File: config.mk
export PLATFORM = sky130hd
export DESIGN_NAME = map_file_validator_top
export DESIGN_NICKNAME = d
export VERILOG_FILES = /design/src/rtl/mfv_pkg.sv /design/src/rtl/mfv_in_stage.sv /design/src/rtl/mfv_parser.sv /design/src/rtl/mfv_out_stage.sv /design/src/rtl/map_file_validator_top.sv
export SDC_FILE = /design/constraint.sdc
export NUM_CORES = 2
export LEC_CHECK = 0
export BUFFER_PORTS_ARGS = -buffer_cell sky130_fd_sc_hd__buf_2
export CORE_AREA = 2 2 460 234
export DETAILED_ROUTE_END_ITERATION = 8
export DIE_AREA = 0 0 462 236
export PLACE_DENSITY = 0.57
export SLEW_MARGIN = 25
export SYNTH_ARGS = -nofsm -noshare
export SYNTH_HDL_FRONTEND = slang
export SYNTH_HIERARCHICAL = 1
export SYNTH_SLANG_ARGS = --single-unit
export TNS_END_PERCENT = 1
File: constraint.sdc
create_clock -name clk -period 13.85 [get_ports clk]
set_clock_uncertainty 0.1 [all_clocks]
set_input_delay 2.77 -clock clk [delete_from_list [all_inputs] [get_ports clk]]
set_output_delay 2.77 -clock clk [all_outputs]
set_load 0.01 [all_outputs]
File: src/rtl/mfv_pkg.sv
// ----------------------------------------------------------------------------
// mfv_pkg
// Types, constants and helpers shared by the map file validator modules.
// ----------------------------------------------------------------------------
package mfv_pkg;

  localparam int unsigned POINT_BYTES    = 12;
  localparam int unsigned MIN_FILE_BYTES = 24;

  localparam logic [31:0] MAGIC_WORD     = 32'h5041_4D52;
  localparam logic [31:0] FORMAT_VERSION = 32'd1;
  localparam logic [63:0] FNV_START      = 64'd1469598103934665603;

  localparam logic [22:0] MAX_POINTS_RST = 23'd8000000;
  localparam logic [6:0]  MAX_SCANS_RST  = 7'd64;
  localparam logic [6:0]  SCAN_SAT       = 7'd127;

  // register indexes on the configuration port
  localparam logic CFG_MAX_POINTS = 1'b0;
  localparam logic CFG_MAX_SCANS  = 1'b1;

  typedef enum logic [3:0] {
    PH_MAGIC   = 4'd0,
    PH_VERSION = 4'd1,
    PH_VOXEL   = 4'd2,
    PH_TIME    = 4'd3,
    PH_COUNT   = 4'd4,
    PH_LENGTH  = 4'd5,
    PH_DATA    = 4'd6,
    PH_HASH    = 4'd7,
    PH_DONE    = 4'd8,
    PH_EXTRA   = 4'd9,
    PH_HALT    = 4'd10
  } phase_t;

  typedef enum logic [3:0] {
    ST_OK         = 4'd0,
    ST_TOO_SMALL  = 4'd1,
    ST_MAGIC      = 4'd2,
    ST_VERSION    = 4'd3,
    ST_HEADER_CUT = 4'd4,
    ST_SCAN_COUNT = 4'd5,
    ST_LENGTH_CUT = 4'd6,
    ST_POINTS     = 4'd7,
    ST_DATA_CUT   = 4'd8,
    ST_HASH_PLACE = 4'd9,
    ST_HASH_BAD   = 4'd10
  } status_t;

  typedef struct packed {
    logic       valid;
    logic [7:0] data_byte;
    logic       last_byte;
  } beat_t;

  typedef struct packed {
    status_t            status;
    logic [63:0]        voxel_bits;
    logic signed [63:0] timestamp;
    logic [6:0]         scan_total;
    logic [22:0]        point_total;
    logic [63:0]        point_hash;
  } result_t;

  // FNV-1a 64 step; prime is 2^40 + 0x1b3, so the product is shifts and adds
  function automatic logic [63:0] fnv_step(input logic [63:0] h, input logic [7:0] b);
    logic [63:0] x;
    x = h ^ {56'd0, b};
    return (x << 40) + (x << 8) + (x << 7) + (x << 5) + (x << 4) + (x << 1) + x;
  endfunction

endpackage

File: src/rtl/mfv_in_stage.sv
// ----------------------------------------------------------------------------
// mfv_in_stage
// Input register: one byte beat per cycle unless stalled, held until taken.
// ----------------------------------------------------------------------------
module mfv_in_stage (
  input  logic          clk,
  input  logic          rst,
  input  logic          in_valid,
  output logic          in_stall,
  input  logic [7:0]    data_byte,
  input  logic          last_byte,
  input  logic          take,
  output mfv_pkg::beat_t beat
);
  import mfv_pkg::*;

  logic       valid;
  logic [7:0] byte_q;
  logic       last_q;

  assign in_stall = valid && !take;

  always_ff @(posedge clk) begin
    if (rst) begin
      valid <= 1'b0;
    end else if (in_valid && !in_stall) begin
      valid <= 1'b1;
    end else if (take) begin
      valid <= 1'b0;
    end
  end

  always_ff @(posedge clk) begin
    if (in_valid && !in_stall) begin
      byte_q <= data_byte;
      last_q <= last_byte;
    end
  end

  assign beat = '{valid: valid, data_byte: byte_q, last_byte: last_q};

endmodule

File: src/rtl/mfv_parser.sv
// ----------------------------------------------------------------------------
// mfv_parser
// File parser: field assembly, header checks, scan/point limits, point hash,
// final status. One byte is consumed per cycle unless a last byte is blocked.
// ----------------------------------------------------------------------------
module mfv_parser (
  input  logic            clk,
  input  logic            rst,
  input  logic            cfg_wr_en,
  input  logic            cfg_index,
  input  logic [22:0]     cfg_data,
  input  mfv_pkg::beat_t  beat,
  input  logic            out_blocked,
  output logic            take,
  output logic            res_load,
  output mfv_pkg::result_t res
);
  import mfv_pkg::*;

  logic [22:0] max_points;
  logic [6:0]  max_scans;

  phase_t      phase, phase_next;
  logic [2:0]  field_bytes, field_bytes_next;
  logic [63:0] field_shift, field_shift_next;
  logic [4:0]  total_bytes, total_bytes_next;
  logic [6:0]  scans_left, scans_left_next;
  logic [22:0] points, points_next;
  logic [26:0] data_left, data_left_next;
  logic [63:0] hash, hash_next;
  status_t     first_error, first_error_next;
  logic [63:0] voxel, voxel_next;
  logic [63:0] stamp, stamp_next;
  logic [6:0]  scan_count, scan_count_next;

  logic [63:0] field_val;
  logic [31:0] word;
  logic [2:0]  field_end;
  logic [23:0] sum;
  logic [26:0] data_dec;
  status_t     status_c;

  assign take     = beat.valid && !(beat.last_byte && out_blocked);
  assign res_load = take && beat.last_byte;

  always_ff @(posedge clk) begin
    if (rst) begin
      max_points <= MAX_POINTS_RST;
      max_scans  <= MAX_SCANS_RST;
    end else if (cfg_wr_en) begin
      unique case (cfg_index)
        CFG_MAX_POINTS: max_points <= cfg_data;
        CFG_MAX_SCANS:  max_scans  <= cfg_data[6:0];
      endcase
    end
  end

  always_comb begin
    field_val = field_shift;
    field_val[{field_bytes, 3'b000} +: 8] = beat.data_byte;
    word      = field_val[31:0];
    field_end = (phase == PH_VOXEL || phase == PH_TIME || phase == PH_HASH) ? 3'd7 : 3'd3;
    sum       = {1'b0, points} + {1'b0, word[22:0]};
    data_dec  = data_left - 27'd1;

    phase_next       = phase;
    field_bytes_next = field_bytes;
    field_shift_next = field_shift;
    total_bytes_next = total_bytes;
    scans_left_next  = scans_left;
    points_next      = points;
    data_left_next   = data_left;
    hash_next        = hash;
    first_error_next = first_error;
    voxel_next       = voxel;
    stamp_next       = stamp;
    scan_count_next  = scan_count;

    if (total_bytes < 5'(MIN_FILE_BYTES)) begin
      total_bytes_next = total_bytes + 5'd1;
    end

    case (phase)
      PH_DATA: hash_next = fnv_step(hash, beat.data_byte);
      PH_DONE, PH_EXTRA: phase_next = PH_EXTRA;
      PH_HALT: ;
      default: begin
        if (field_bytes == field_end) begin
          field_bytes_next = 3'd0;
          field_shift_next = 64'd0;
          case (phase)
            PH_MAGIC: begin
              if (word != MAGIC_WORD) begin
                first_error_next = ST_MAGIC;
                phase_next       = PH_HALT;
              end else begin
                phase_next = PH_VERSION;
              end
            end
            PH_VERSION: begin
              if (word != FORMAT_VERSION) begin
                first_error_next = ST_VERSION;
                phase_next       = PH_HALT;
              end else begin
                phase_next = PH_VOXEL;
              end
            end
            PH_VOXEL: begin
              voxel_next = field_val;
              phase_next = PH_TIME;
            end
            PH_TIME: begin
              stamp_next = field_val;
              phase_next = PH_COUNT;
            end
            PH_COUNT: begin
              scan_count_next = (word > 32'(SCAN_SAT)) ? SCAN_SAT : word[6:0];
              if (word == 32'd0 || word > 32'(max_scans)) begin
                first_error_next = ST_SCAN_COUNT;
                phase_next       = PH_HALT;
              end else begin
                scans_left_next = word[6:0];
                phase_next      = PH_LENGTH;
              end
            end
            PH_LENGTH: begin
              if (word > 32'(max_points) || sum > 24'(max_points)) begin
                first_error_next = ST_POINTS;
                phase_next       = PH_HALT;
              end else begin
                points_next     = sum[22:0];
                scans_left_next = scans_left - 7'd1;
                // point bytes (x12) plus the 8-byte margin
                data_left_next  = {1'b0, word[22:0], 3'b000} + {2'b00, word[22:0], 2'b00}
                                  + 27'd8;
                if (word != 32'd0) begin
                  phase_next = PH_DATA;
                end else begin
                  phase_next = (scans_left != 7'd1) ? PH_LENGTH : PH_HASH;
                end
              end
            end
            PH_HASH: begin
              field_shift_next = field_val;
              phase_next       = PH_DONE;
            end
            default: ;
          endcase
        end else begin
          field_bytes_next = field_bytes + 3'd1;
          field_shift_next = field_val;
        end
      end
    endcase

    // margin runs down on every byte unless a fresh count was just loaded
    if (!(phase == PH_LENGTH && field_bytes == field_end && phase_next != PH_HALT)) begin
      if (data_left != 27'd0) begin
        data_left_next = data_dec;
        if (phase_next == PH_DATA && data_dec == 27'd8) begin
          phase_next = (scans_left_next != 7'd0) ? PH_LENGTH : PH_HASH;
        end
      end
    end

    if (total_bytes_next < 5'(MIN_FILE_BYTES)) begin
      status_c = ST_TOO_SMALL;
    end else if (data_left_next != 27'd0) begin
      status_c = ST_DATA_CUT;
    end else if (first_error_next != ST_OK) begin
      status_c = first_error_next;
    end else begin
      case (phase_next)
        PH_MAGIC:                     status_c = ST_MAGIC;
        PH_VERSION:                   status_c = ST_VERSION;
        PH_VOXEL, PH_TIME, PH_COUNT:  status_c = ST_HEADER_CUT;
        PH_LENGTH:                    status_c = ST_LENGTH_CUT;
        PH_DATA:                      status_c = ST_DATA_CUT;
        PH_HASH, PH_EXTRA:            status_c = ST_HASH_PLACE;
        PH_DONE: status_c = (field_shift_next == hash_next) ? ST_OK : ST_HASH_BAD;
        default:                      status_c = ST_OK;
      endcase
    end
  end

  always_comb begin
    res.status      = status_c;
    res.voxel_bits  = voxel_next;
    res.timestamp   = stamp_next;
    res.scan_total  = scan_count_next;
    res.point_total = points_next;
    res.point_hash  = hash_next;
  end

  always_ff @(posedge clk) begin
    if (rst || res_load) begin
      phase       <= PH_MAGIC;
      field_bytes <= 3'd0;
      field_shift <= 64'd0;
      total_bytes <= 5'd0;
      scans_left  <= 7'd0;
      points      <= 23'd0;
      data_left   <= 27'd0;
      hash        <= FNV_START;
      first_error <= ST_OK;
      voxel       <= 64'd0;
      stamp       <= 64'd0;
      scan_count  <= 7'd0;
    end else if (take) begin
      phase       <= phase_next;
      field_bytes <= field_bytes_next;
      field_shift <= field_shift_next;
      total_bytes <= total_bytes_next;
      scans_left  <= scans_left_next;
      points      <= points_next;
      data_left   <= data_left_next;
      hash        <= hash_next;
      first_error <= first_error_next;
      voxel       <= voxel_next;
      stamp       <= stamp_next;
      scan_count  <= scan_count_next;
    end
  end

endmodule

File: src/rtl/mfv_out_stage.sv
// ----------------------------------------------------------------------------
// mfv_out_stage
// Result register: holds one result beat until the consumer takes it.
// ----------------------------------------------------------------------------
module mfv_out_stage (
  input  logic             clk,
  input  logic             rst,
  input  logic             res_load,
  input  mfv_pkg::result_t res,
  output logic             out_blocked,
  output logic             out_valid,
  input  logic             out_stall,
  output logic [3:0]       status,
  output logic [63:0]      voxel_bits,
  output logic signed [63:0] timestamp,
  output logic [6:0]       scan_total,
  output logic [22:0]      point_total,
  output logic [63:0]      point_hash
);
  import mfv_pkg::*;

  result_t held;

  assign out_blocked = out_valid && out_stall;

  always_ff @(posedge clk) begin
    if (rst) begin
      out_valid <= 1'b0;
    end else if (res_load) begin
      out_valid <= 1'b1;
    end else if (!out_stall) begin
      out_valid <= 1'b0;
    end
  end

  always_ff @(posedge clk) begin
    if (res_load) begin
      held <= res;
    end
  end

  assign status      = held.status;
  assign voxel_bits  = held.voxel_bits;
  assign timestamp   = held.timestamp;
  assign scan_total  = held.scan_total;
  assign point_total = held.point_total;
  assign point_hash  = held.point_hash;

endmodule

File: src/rtl/map_file_validator_top.sv
// ----------------------------------------------------------------------------
// map_file_validator_top
// Streaming map file validator, FNV-1a 64 content hash from a nonstandard seed.
// ----------------------------------------------------------------------------
// Takes one file byte per cycle and gives one result beat for the byte marked
// last; the parser takes that byte from the input register and loads the
// result into the result register, from which it is valid on the outputs.
// The input only stalls when a last byte reaches the parser while the previous
// result is still held by the consumer. max_points and max_scans are written
// through the configuration port; the user must write them only while no file
// is in flight, which the block does not enforce. After the last byte all
// parse state clears and the next byte starts a new file.
// ----------------------------------------------------------------------------
module map_file_validator_top (
  input  logic               clk,
  input  logic               rst,
  input  logic               cfg_wr_en,
  input  logic               cfg_index,
  input  logic [22:0]        cfg_data,
  input  logic               in_valid,
  output logic               in_stall,
  input  logic [7:0]         data_byte,
  input  logic               last_byte,
  output logic               out_valid,
  input  logic               out_stall,
  output logic [3:0]         status,
  output logic [63:0]        voxel_bits,
  output logic signed [63:0] timestamp,
  output logic [6:0]         scan_total,
  output logic [22:0]        point_total,
  output logic [63:0]        point_hash
);
  import mfv_pkg::*;

  beat_t   beat;
  result_t res;
  logic    take;
  logic    res_load;
  logic    out_blocked;

  mfv_in_stage u_in (
    .clk       (clk),
    .rst       (rst),
    .in_valid  (in_valid),
    .in_stall  (in_stall),
    .data_byte (data_byte),
    .last_byte (last_byte),
    .take      (take),
    .beat      (beat)
  );

  mfv_parser u_parse (
    .clk         (clk),
    .rst         (rst),
    .cfg_wr_en   (cfg_wr_en),
    .cfg_index   (cfg_index),
    .cfg_data    (cfg_data),
    .beat        (beat),
    .out_blocked (out_blocked),
    .take        (take),
    .res_load    (res_load),
    .res         (res)
  );

  mfv_out_stage u_out (
    .clk         (clk),
    .rst         (rst),
    .res_load    (res_load),
    .res         (res),
    .out_blocked (out_blocked),
    .out_valid   (out_valid),
    .out_stall   (out_stall),
    .status      (status),
    .voxel_bits  (voxel_bits),
    .timestamp   (timestamp),
    .scan_total  (scan_total),
    .point_total (point_total),
    .point_hash  (point_hash)
  );

endmodule
### Word-level counts from Yosys, hierarchy flattened

Index checks and enable logic that the tools add are counted.

| cells by class | value |
|---|---|
| add/sub/neg operators | 14 |
| order comparisons | 6 |
| eq/ne operators | 28 |
| shifts and indexed selects | 2 |
| muxes and demuxes | 61 |
| bitwise operators | 3 |
| reductions and logical operators | 35 |

Operators by type and width:

| kind | count |
|---|---|
| two-way mux 64 bit | 10 |
| adder 64 bit | 6 |
| two-way mux 27 bit | 6 |
| two-way mux 23 bit | 4 |
| two-way mux 4 bit | 18 |
| bitwise mux 64 bit | 1 |
| equality test 64 bit | 1 |
| variable shift 8 x 8 -> 64 bit (first input constant) | 1 |
| variable part select 8 x 8 -> 64 bit | 1 |
| XOR 64 x 8 -> 64 bit | 1 |
| two-way mux 7 bit | 8 |
| case mux 4 bit (7 select lines) | 2 |
| nonzero test 27 bit | 2 |
| equality test 4 x 3 -> 1 bit (second input constant) | 9 |
| > comparator 32 x 23 -> 1 bit | 1 |
| > comparator 32 x 7 -> 1 bit | 1 |
| > comparator 32 x 7 -> 1 bit (second input constant) | 1 |
| zero test 32 bit | 1 |
| != test 32 x 1 -> 1 bit (second input constant) | 1 |
| != test 32 x 31 -> 1 bit (second input constant) | 1 |
| nonzero test 32 bit | 1 |
| adder 26 x 25 -> 27 bit | 1 |
| adder 27 x 4 -> 27 bit (second input constant) | 1 |
| equality test 27 x 4 -> 1 bit (second input constant) | 1 |
| 34 further kinds | 69 |

| word-level totals | value |
|---|---|
| register bits after elaboration | 603 |
| input port bits | 38 |
| output and inout port bits | 228 |
| logic and storage cells | 174 |

### Depth between registers and ports, before layout

| logic depth | value |
|---|---|
| depth in word-level cells | 20 |
| depth in mapped cells | 42 |

### By module

The synthesis kept the hierarchy.

Modules (own cells, without submodules):

| module | instances | cells an instance | area each (um2) |
|---|---|---|---|
| mfv_parser | 1 | 4464 | 34531.9 |
| mfv_out_stage | 1 | 230 | 6822.8 |
| mfv_in_stage | 1 | 15 | 335.3 |

### Worst setup path before layout

Ideal clock, no wire load.

| path | value |
|---|---|
| path type | in2reg |
| start | in out_stall |
| end | reg u_parse.field_bytes[0] |
| setup time | 128 ps |
| arrival time | 9707 ps |
| required time | 13622 ps |
| slack | 3916 ps |
| stages | 8 |
| cells stage by stage | and2_2 -> nand2_1 -> and3_1 -> or2_2 -> clkbuf_1 -> clkbuf_1 -> clkbuf_1 -> nor2_1 |

| between the ends | value |
|---|---|
| word-level cells in the longest chain between the ends | 6 |
| elaborated cells between the ends (all ways) | 7 |

RTL lines:

| item | RTL line | RTL |
|---|---|---|
| from (decl) | map_file_validator_top.sv:25 | `input logic out_stall,` |
| logical AND 1 bit | mfv_out_stage.sv:24 | `assign out_blocked = out_valid && out_stall;` |
| logical AND 1 bit | mfv_parser.sv:43 | `assign take = beat.valid && !(beat.last_byte && out_blocked);` |
| zero test 1 bit | mfv_parser.sv:43 |  |
| logical AND 1 bit | mfv_parser.sv:43 |  |
| logical AND 1 bit | mfv_parser.sv:44 | `assign res_load = take && beat.last_byte;` |
| net res_load | map_file_validator_top.sv:38 | `logic res_load;` |
| logical OR 1 bit | mfv_parser.sv:196 | `if (rst \|\| res_load) begin` |
| to (signal assigned) | mfv_parser.sv:211 | `field_bytes <= field_bytes_next;` |
| to (decl) | mfv_parser.sv:24 | `logic [2:0] field_bytes, field_bytes_next;` |

The timed path passes the listed nets, and every way through them passes these cells.
A chain may end at the register's enable or synchronous reset.

### Final worst setup path

| path | value |
|---|---|
| start | reg u_parse.field_bytes[2] |
| end | reg u_out.held, in the netlist u_out/status[1] (data pin) |

| between the ends | value |
|---|---|
| word-level cells in the longest chain between the ends | 19 |
| elaborated cells between the ends (all ways) | 75 |

RTL lines:

| item | RTL line | RTL |
|---|---|---|
| negator 6 -> 8 bit | mfv_parser.sv:60 | `field_val[{field_bytes, 3'b000} +: 8] = beat.data_byte;` |
| variable part select 8 x 8 -> 64 bit / variable shift 8 x 8 -> 64 bit (equally long branches) | mfv_parser.sv:60 |  |
| bitwise mux 64 bit | mfv_parser.sv:60 |  |
| adder 23 x 23 -> 24 bit | mfv_parser.sv:63 | `sum = {1'b0, points} + {1'b0, word[22:0]};` |
| > comparator 24 x 23 -> 1 bit | mfv_parser.sv:127 | `if (word > 32'(max_points) \|\| sum > 24'(max_points)) begin` |
| logical OR 1 bit | mfv_parser.sv:127 |  |
| two-way mux 4 bit / two-way mux 7 bit (equally long branches) | mfv_parser.sv:127 |  |
| case mux 4 bit (7 select lines) / case mux 7 bit (2 select lines) (equally long branches) | mfv_parser.sv:91 | `case (phase)` |
| (+3 left out) | - |  |
| logical AND 1 bit / two-way mux 2 bit (equally long branches) | mfv_parser.sv:160, mfv_parser.sv:161 |  |
| two-way mux 4 bit | mfv_parser.sv:160 | `if (phase_next == PH_DATA && data_dec == 27'd8) begin` |
| two-way mux 4 bit | mfv_parser.sv:158 | `if (data_left != 27'd0) begin` |
| two-way mux 4 bit | mfv_parser.sv:157 | `if (!(phase == PH_LENGTH && field_bytes == field_end && phase_next != PH_HALT)) begin` |
| equality test 4 x 2 -> 1 bit (tied with other cells) | mfv_parser.sv:173 | `case (phase_next)` |
| OR reduction 3 bit / OR reduction 2 bit (equally long branches) | mfv_parser.sv:173 |  |
| case mux 4 bit (7 select lines) | mfv_parser.sv:173 |  |
| two-way mux 4 bit | mfv_parser.sv:170 | `end else if (first_error_next != ST_OK) begin` |
| to (signal assigned) | mfv_out_stage.sv:38 | `held <= res;` |
| to (decl) | mfv_out_stage.sv:22 | `result_t held;` |

Several ways; a longest one is shown, not always the timed one.

==> run summary <==
Outcome: completed
First drt pass iteration count: 6
Crit-path most repeated cell: a21oi_1
Synth Flop Type: dfxtp_1
Synth area leaders: dfxtp_1 18%, edfxtp_1 17%, fa_1 12%, ha_1 7.7%, a21oi_1 7.1%
Hold_sp: u_parse/first_error[3]
Largest net degree at the start of global routing: 97
Skew-Pair Late Insertion Delay: 720 ps
CP arrival: 12680 ps
Placed standard-cell area: 44500 um2
Fin crit share: 88.4%
P&R area growth vs syn: 11.9%
DRC: 0
DP HPWL: 127 mm
Clock tree from TritonCTS: built
Critical path capture point type: flop
Vias in the first global route: 33700
CTS Buffer Depth: 3
GR Util All Layers: 30.1%
Register bit total from synthesis: 603
Syn. warnings: 6
Post-placement cell count: 6207
Reg2reg start: u_parse/field_bytes[2]
TNS Setup: 0 ps
First-pass GRT wire length: 241 mm
Fin cells: 6326
Post-Route WL: 167 mm
Synth Cell Area: 41700 um2
Peak VDD IR: 131 uV
# hold bufs at CTS: 0
Starting Density: 39.4%
Max_cap viols: 0
Place WS: 2070 ps
Share of the synthesized area in the top cell type: 17.7%
# IOs: 266
Final Cell Area: 46600 um2
DRT antenna net count: 0
Post-synth EDFFs: 235
Pleak: 18.1 nW
R2R setup slack: 1610 ps
Register area share after synthesis: 34.6%
Routed WL per cell: 26.3 um
Final WS setup: 1610 ps
Core ar.: 106000 um2
Congestion Overflow GR: 0
CTS resizes: 0
Max Clock Freq: 81.7 MHz
Layout cells sized above 1: 10.5%
Initial antenna violation count: 3
CTS clk-pin slew, worst paths: 70 ps
Hold WC Path Type: reg2reg
Endpoints failing setup: 0
Postcts setup bufs: 0
Worst Reg-to-Reg Cells: 37
Critical Path Source Type: flop
Synth cell types: 100
RSZ-0062 raised after global routing: no
Placer Congestion: 1.04
DR vias: 37400
I/O Buffers: 265
RR Endpoint: u_out/status[1]
DIE AREA: 109000 um2
Sink Count: 603
Largest area contributor in the netlist: dfxtp_1
Crit Path Max Fanout: 32
Slew headroom: 16.5%
Clock root cell: clkbuf_16
Final Util: 44.1%
Cell row count: 85
PD cells: 204 nW/um2
Critical path startpoint: u_parse/field_bytes[2]
Fin nets: 5383
Width of the die: 462 um
CTS buffer count: 60
Worst hold stages: 2
Final hold violations: 0
Worst slew pin tran: 1240 ps
Filler cell count: 10200
Setup CP Type: reg2reg
Async set-reset flop share out of synthesis: 0%
Mapped Cells: 4709
Mapped Nets: 5257
Via density: 5.91
CP required: 14290 ps
Drt first-iter violations: 5129
Crit-path max cell delay: 940 ps
DIE HEIGHT: 236 um
Slowest CP cell: nor2_4
Max Transition Viols Final: 0
H-tree depth: 2
Hold Path Sink: u_parse/first_error[3]
Avg Inst Size Synth: 8.85 um2
Shortest period the worst path allows: 12240 ps
[cells in the mapped netlist (13+ instances only)]
cell / count
a211o_1: 13
a211oi_1: 64
a21o_1: 49
a21oi_1: 593
a22oi_1: 36
a31oi_1: 27
and2_1: 21
and3_1: 24
buf_1: 32
buf_2: 16
clkbuf_1: 231
dfxtp_1: 368
edfxtp_1: 235
fa_1: 253
ha_1: 257
inv_1: 149
mux2i_1: 77
nand2_1: 674
nand2b_1: 39
nand3_1: 94
nand4_1: 65
nor2_1: 452
nor2b_1: 22
nor3_1: 181
nor4_1: 31
o211ai_1: 36
o21a_1: 33
o21ai_0: 160
o21bai_1: 21
o22ai_1: 18
o31ai_1: 22
or3_1: 31
or4_1: 20
xnor2_1: 101
xor2_1: 69
[placed cells by master (no fill, tap or decap), drive strengths merged, types with 23 or more instances in the layout]
cell type / instances
nor4: 33
a22oi: 36
nor2: 452
nand2: 675
buf: 347
edfxtp: 235
nor3: 183
xnor2: 101
a211oi: 64
a21oi: 595
and2: 23
ha: 257
nand2b: 39
xor2: 69
nand4: 65
and3: 24
mux2i: 78
inv: 157
o211ai: 36
fa: 253
clkbuf: 73
a21o: 49
o21a: 33
nand3: 94
a31oi: 27
o21ai: 165
or3: 31
nor2b: 23
dfxtp: 368
o31ai: 24
[flip-flops by register name, indices dropped and copies added (netlist names), 8 cells and up]
register             flops
u_out/point_hash        64
u_parse/max_points      23
u_parse/voxel           64
u_parse/stamp           64
u_parse/hash            64
u_in/byte_q              8
u_parse/points          23
u_out/voxel_bits        64
u_out/timestamp         64
u_parse/field_shift     64
u_out/point_total       23
u_parse/data_left       27
[worst max path at each step]
| stage | endpoint | slack, ps | depth (start not counted) |
|---|---|---|---|
| after detailed placement | u_out/status[1] | 2070 | 37 |
| after global placement | u_out/status[3] | 2200 | 38 |
| after global routing | u_out/status[3] | 730 | 38 |
| after CTS | u_out/status[1] | 1990 | 37 |
| final | u_out/status[1] | 1610 | 37 |
| after floorplan | u_parse/field_bytes[0] | 3920 | 8 |
[power breakdown]
group | switching, W | total (W) | internal, W
Sequential | 0.0000892 | 0.00199 | 0.00190
Clock | 0.000816 | 0.00181 | 0.000991
Combinational | 0.00384 | 0.00570 | 0.00186
[layout make-up]
| type | instances | area (um2) | share of cell area (%) |
|---|---|---|---|
| multi-input cells | 3673 | 25800 | 55.3 |
| flip-flops and latches | 603 | 14400 | 30.9 |
| repair buffers | 347 | 1950 | 4.18 |
| well taps | 1435 | 1800 | 3.85 |
| clock buffers | 73 | 1570 | 3.37 |
| inverters | 150 | 571 | 1.22 |
| clock inverters | 41 | 547 | 1.17 |
| diodes | 4 | 10.0 | 0.0215 |
[per-stage QoR]
step,power [W],hold WS [ps]
after floorplan,0.00566,312
after global placement,0.00738,325
after detailed placement,0.00738,336
after CTS,0.00923,347
after global routing,0.0100,370
final,0.00950,342
[worst max-delay path: cells and delay by family, from the launching register on]
kind	cells	cell delay, ps
and+or+nand+nor	14	4680
xor gates and xnor gates	1	160
AOI/OAI and AO/OA	16	4200
adders and majority gates	4	1580
DFF	1	660
buffers and inverters	2	650
[per-layer routing]
layer,share of wire (%),up-vias,global-route usage [%]
met3,15,142,13.5
met1,49,18300,49.7
met2,34,2003,34.2
li1,-,17000,-
met5,0.055,-,0.571
met4,1.3,6,4.16
[logic make-up (layout without fill, tap and decap cells)]
family	Yosys count	count (layout)	share of synthesized area (%)
XOR/XNOR	170	170	3.57
AND/OR/NAND/NOR	1711	1711	18.5
multiplexers	83	83	2.02
adder cells (fa/ha/maj)	510	510	19.9
flip-flops	603	603	34.6
buffers and inverters	433	611	3.98
other	0	4	0
AO/OA/AOI/OAI	1199	1199	17.5
Note: power is estimated with default switching activity, not from simulation.
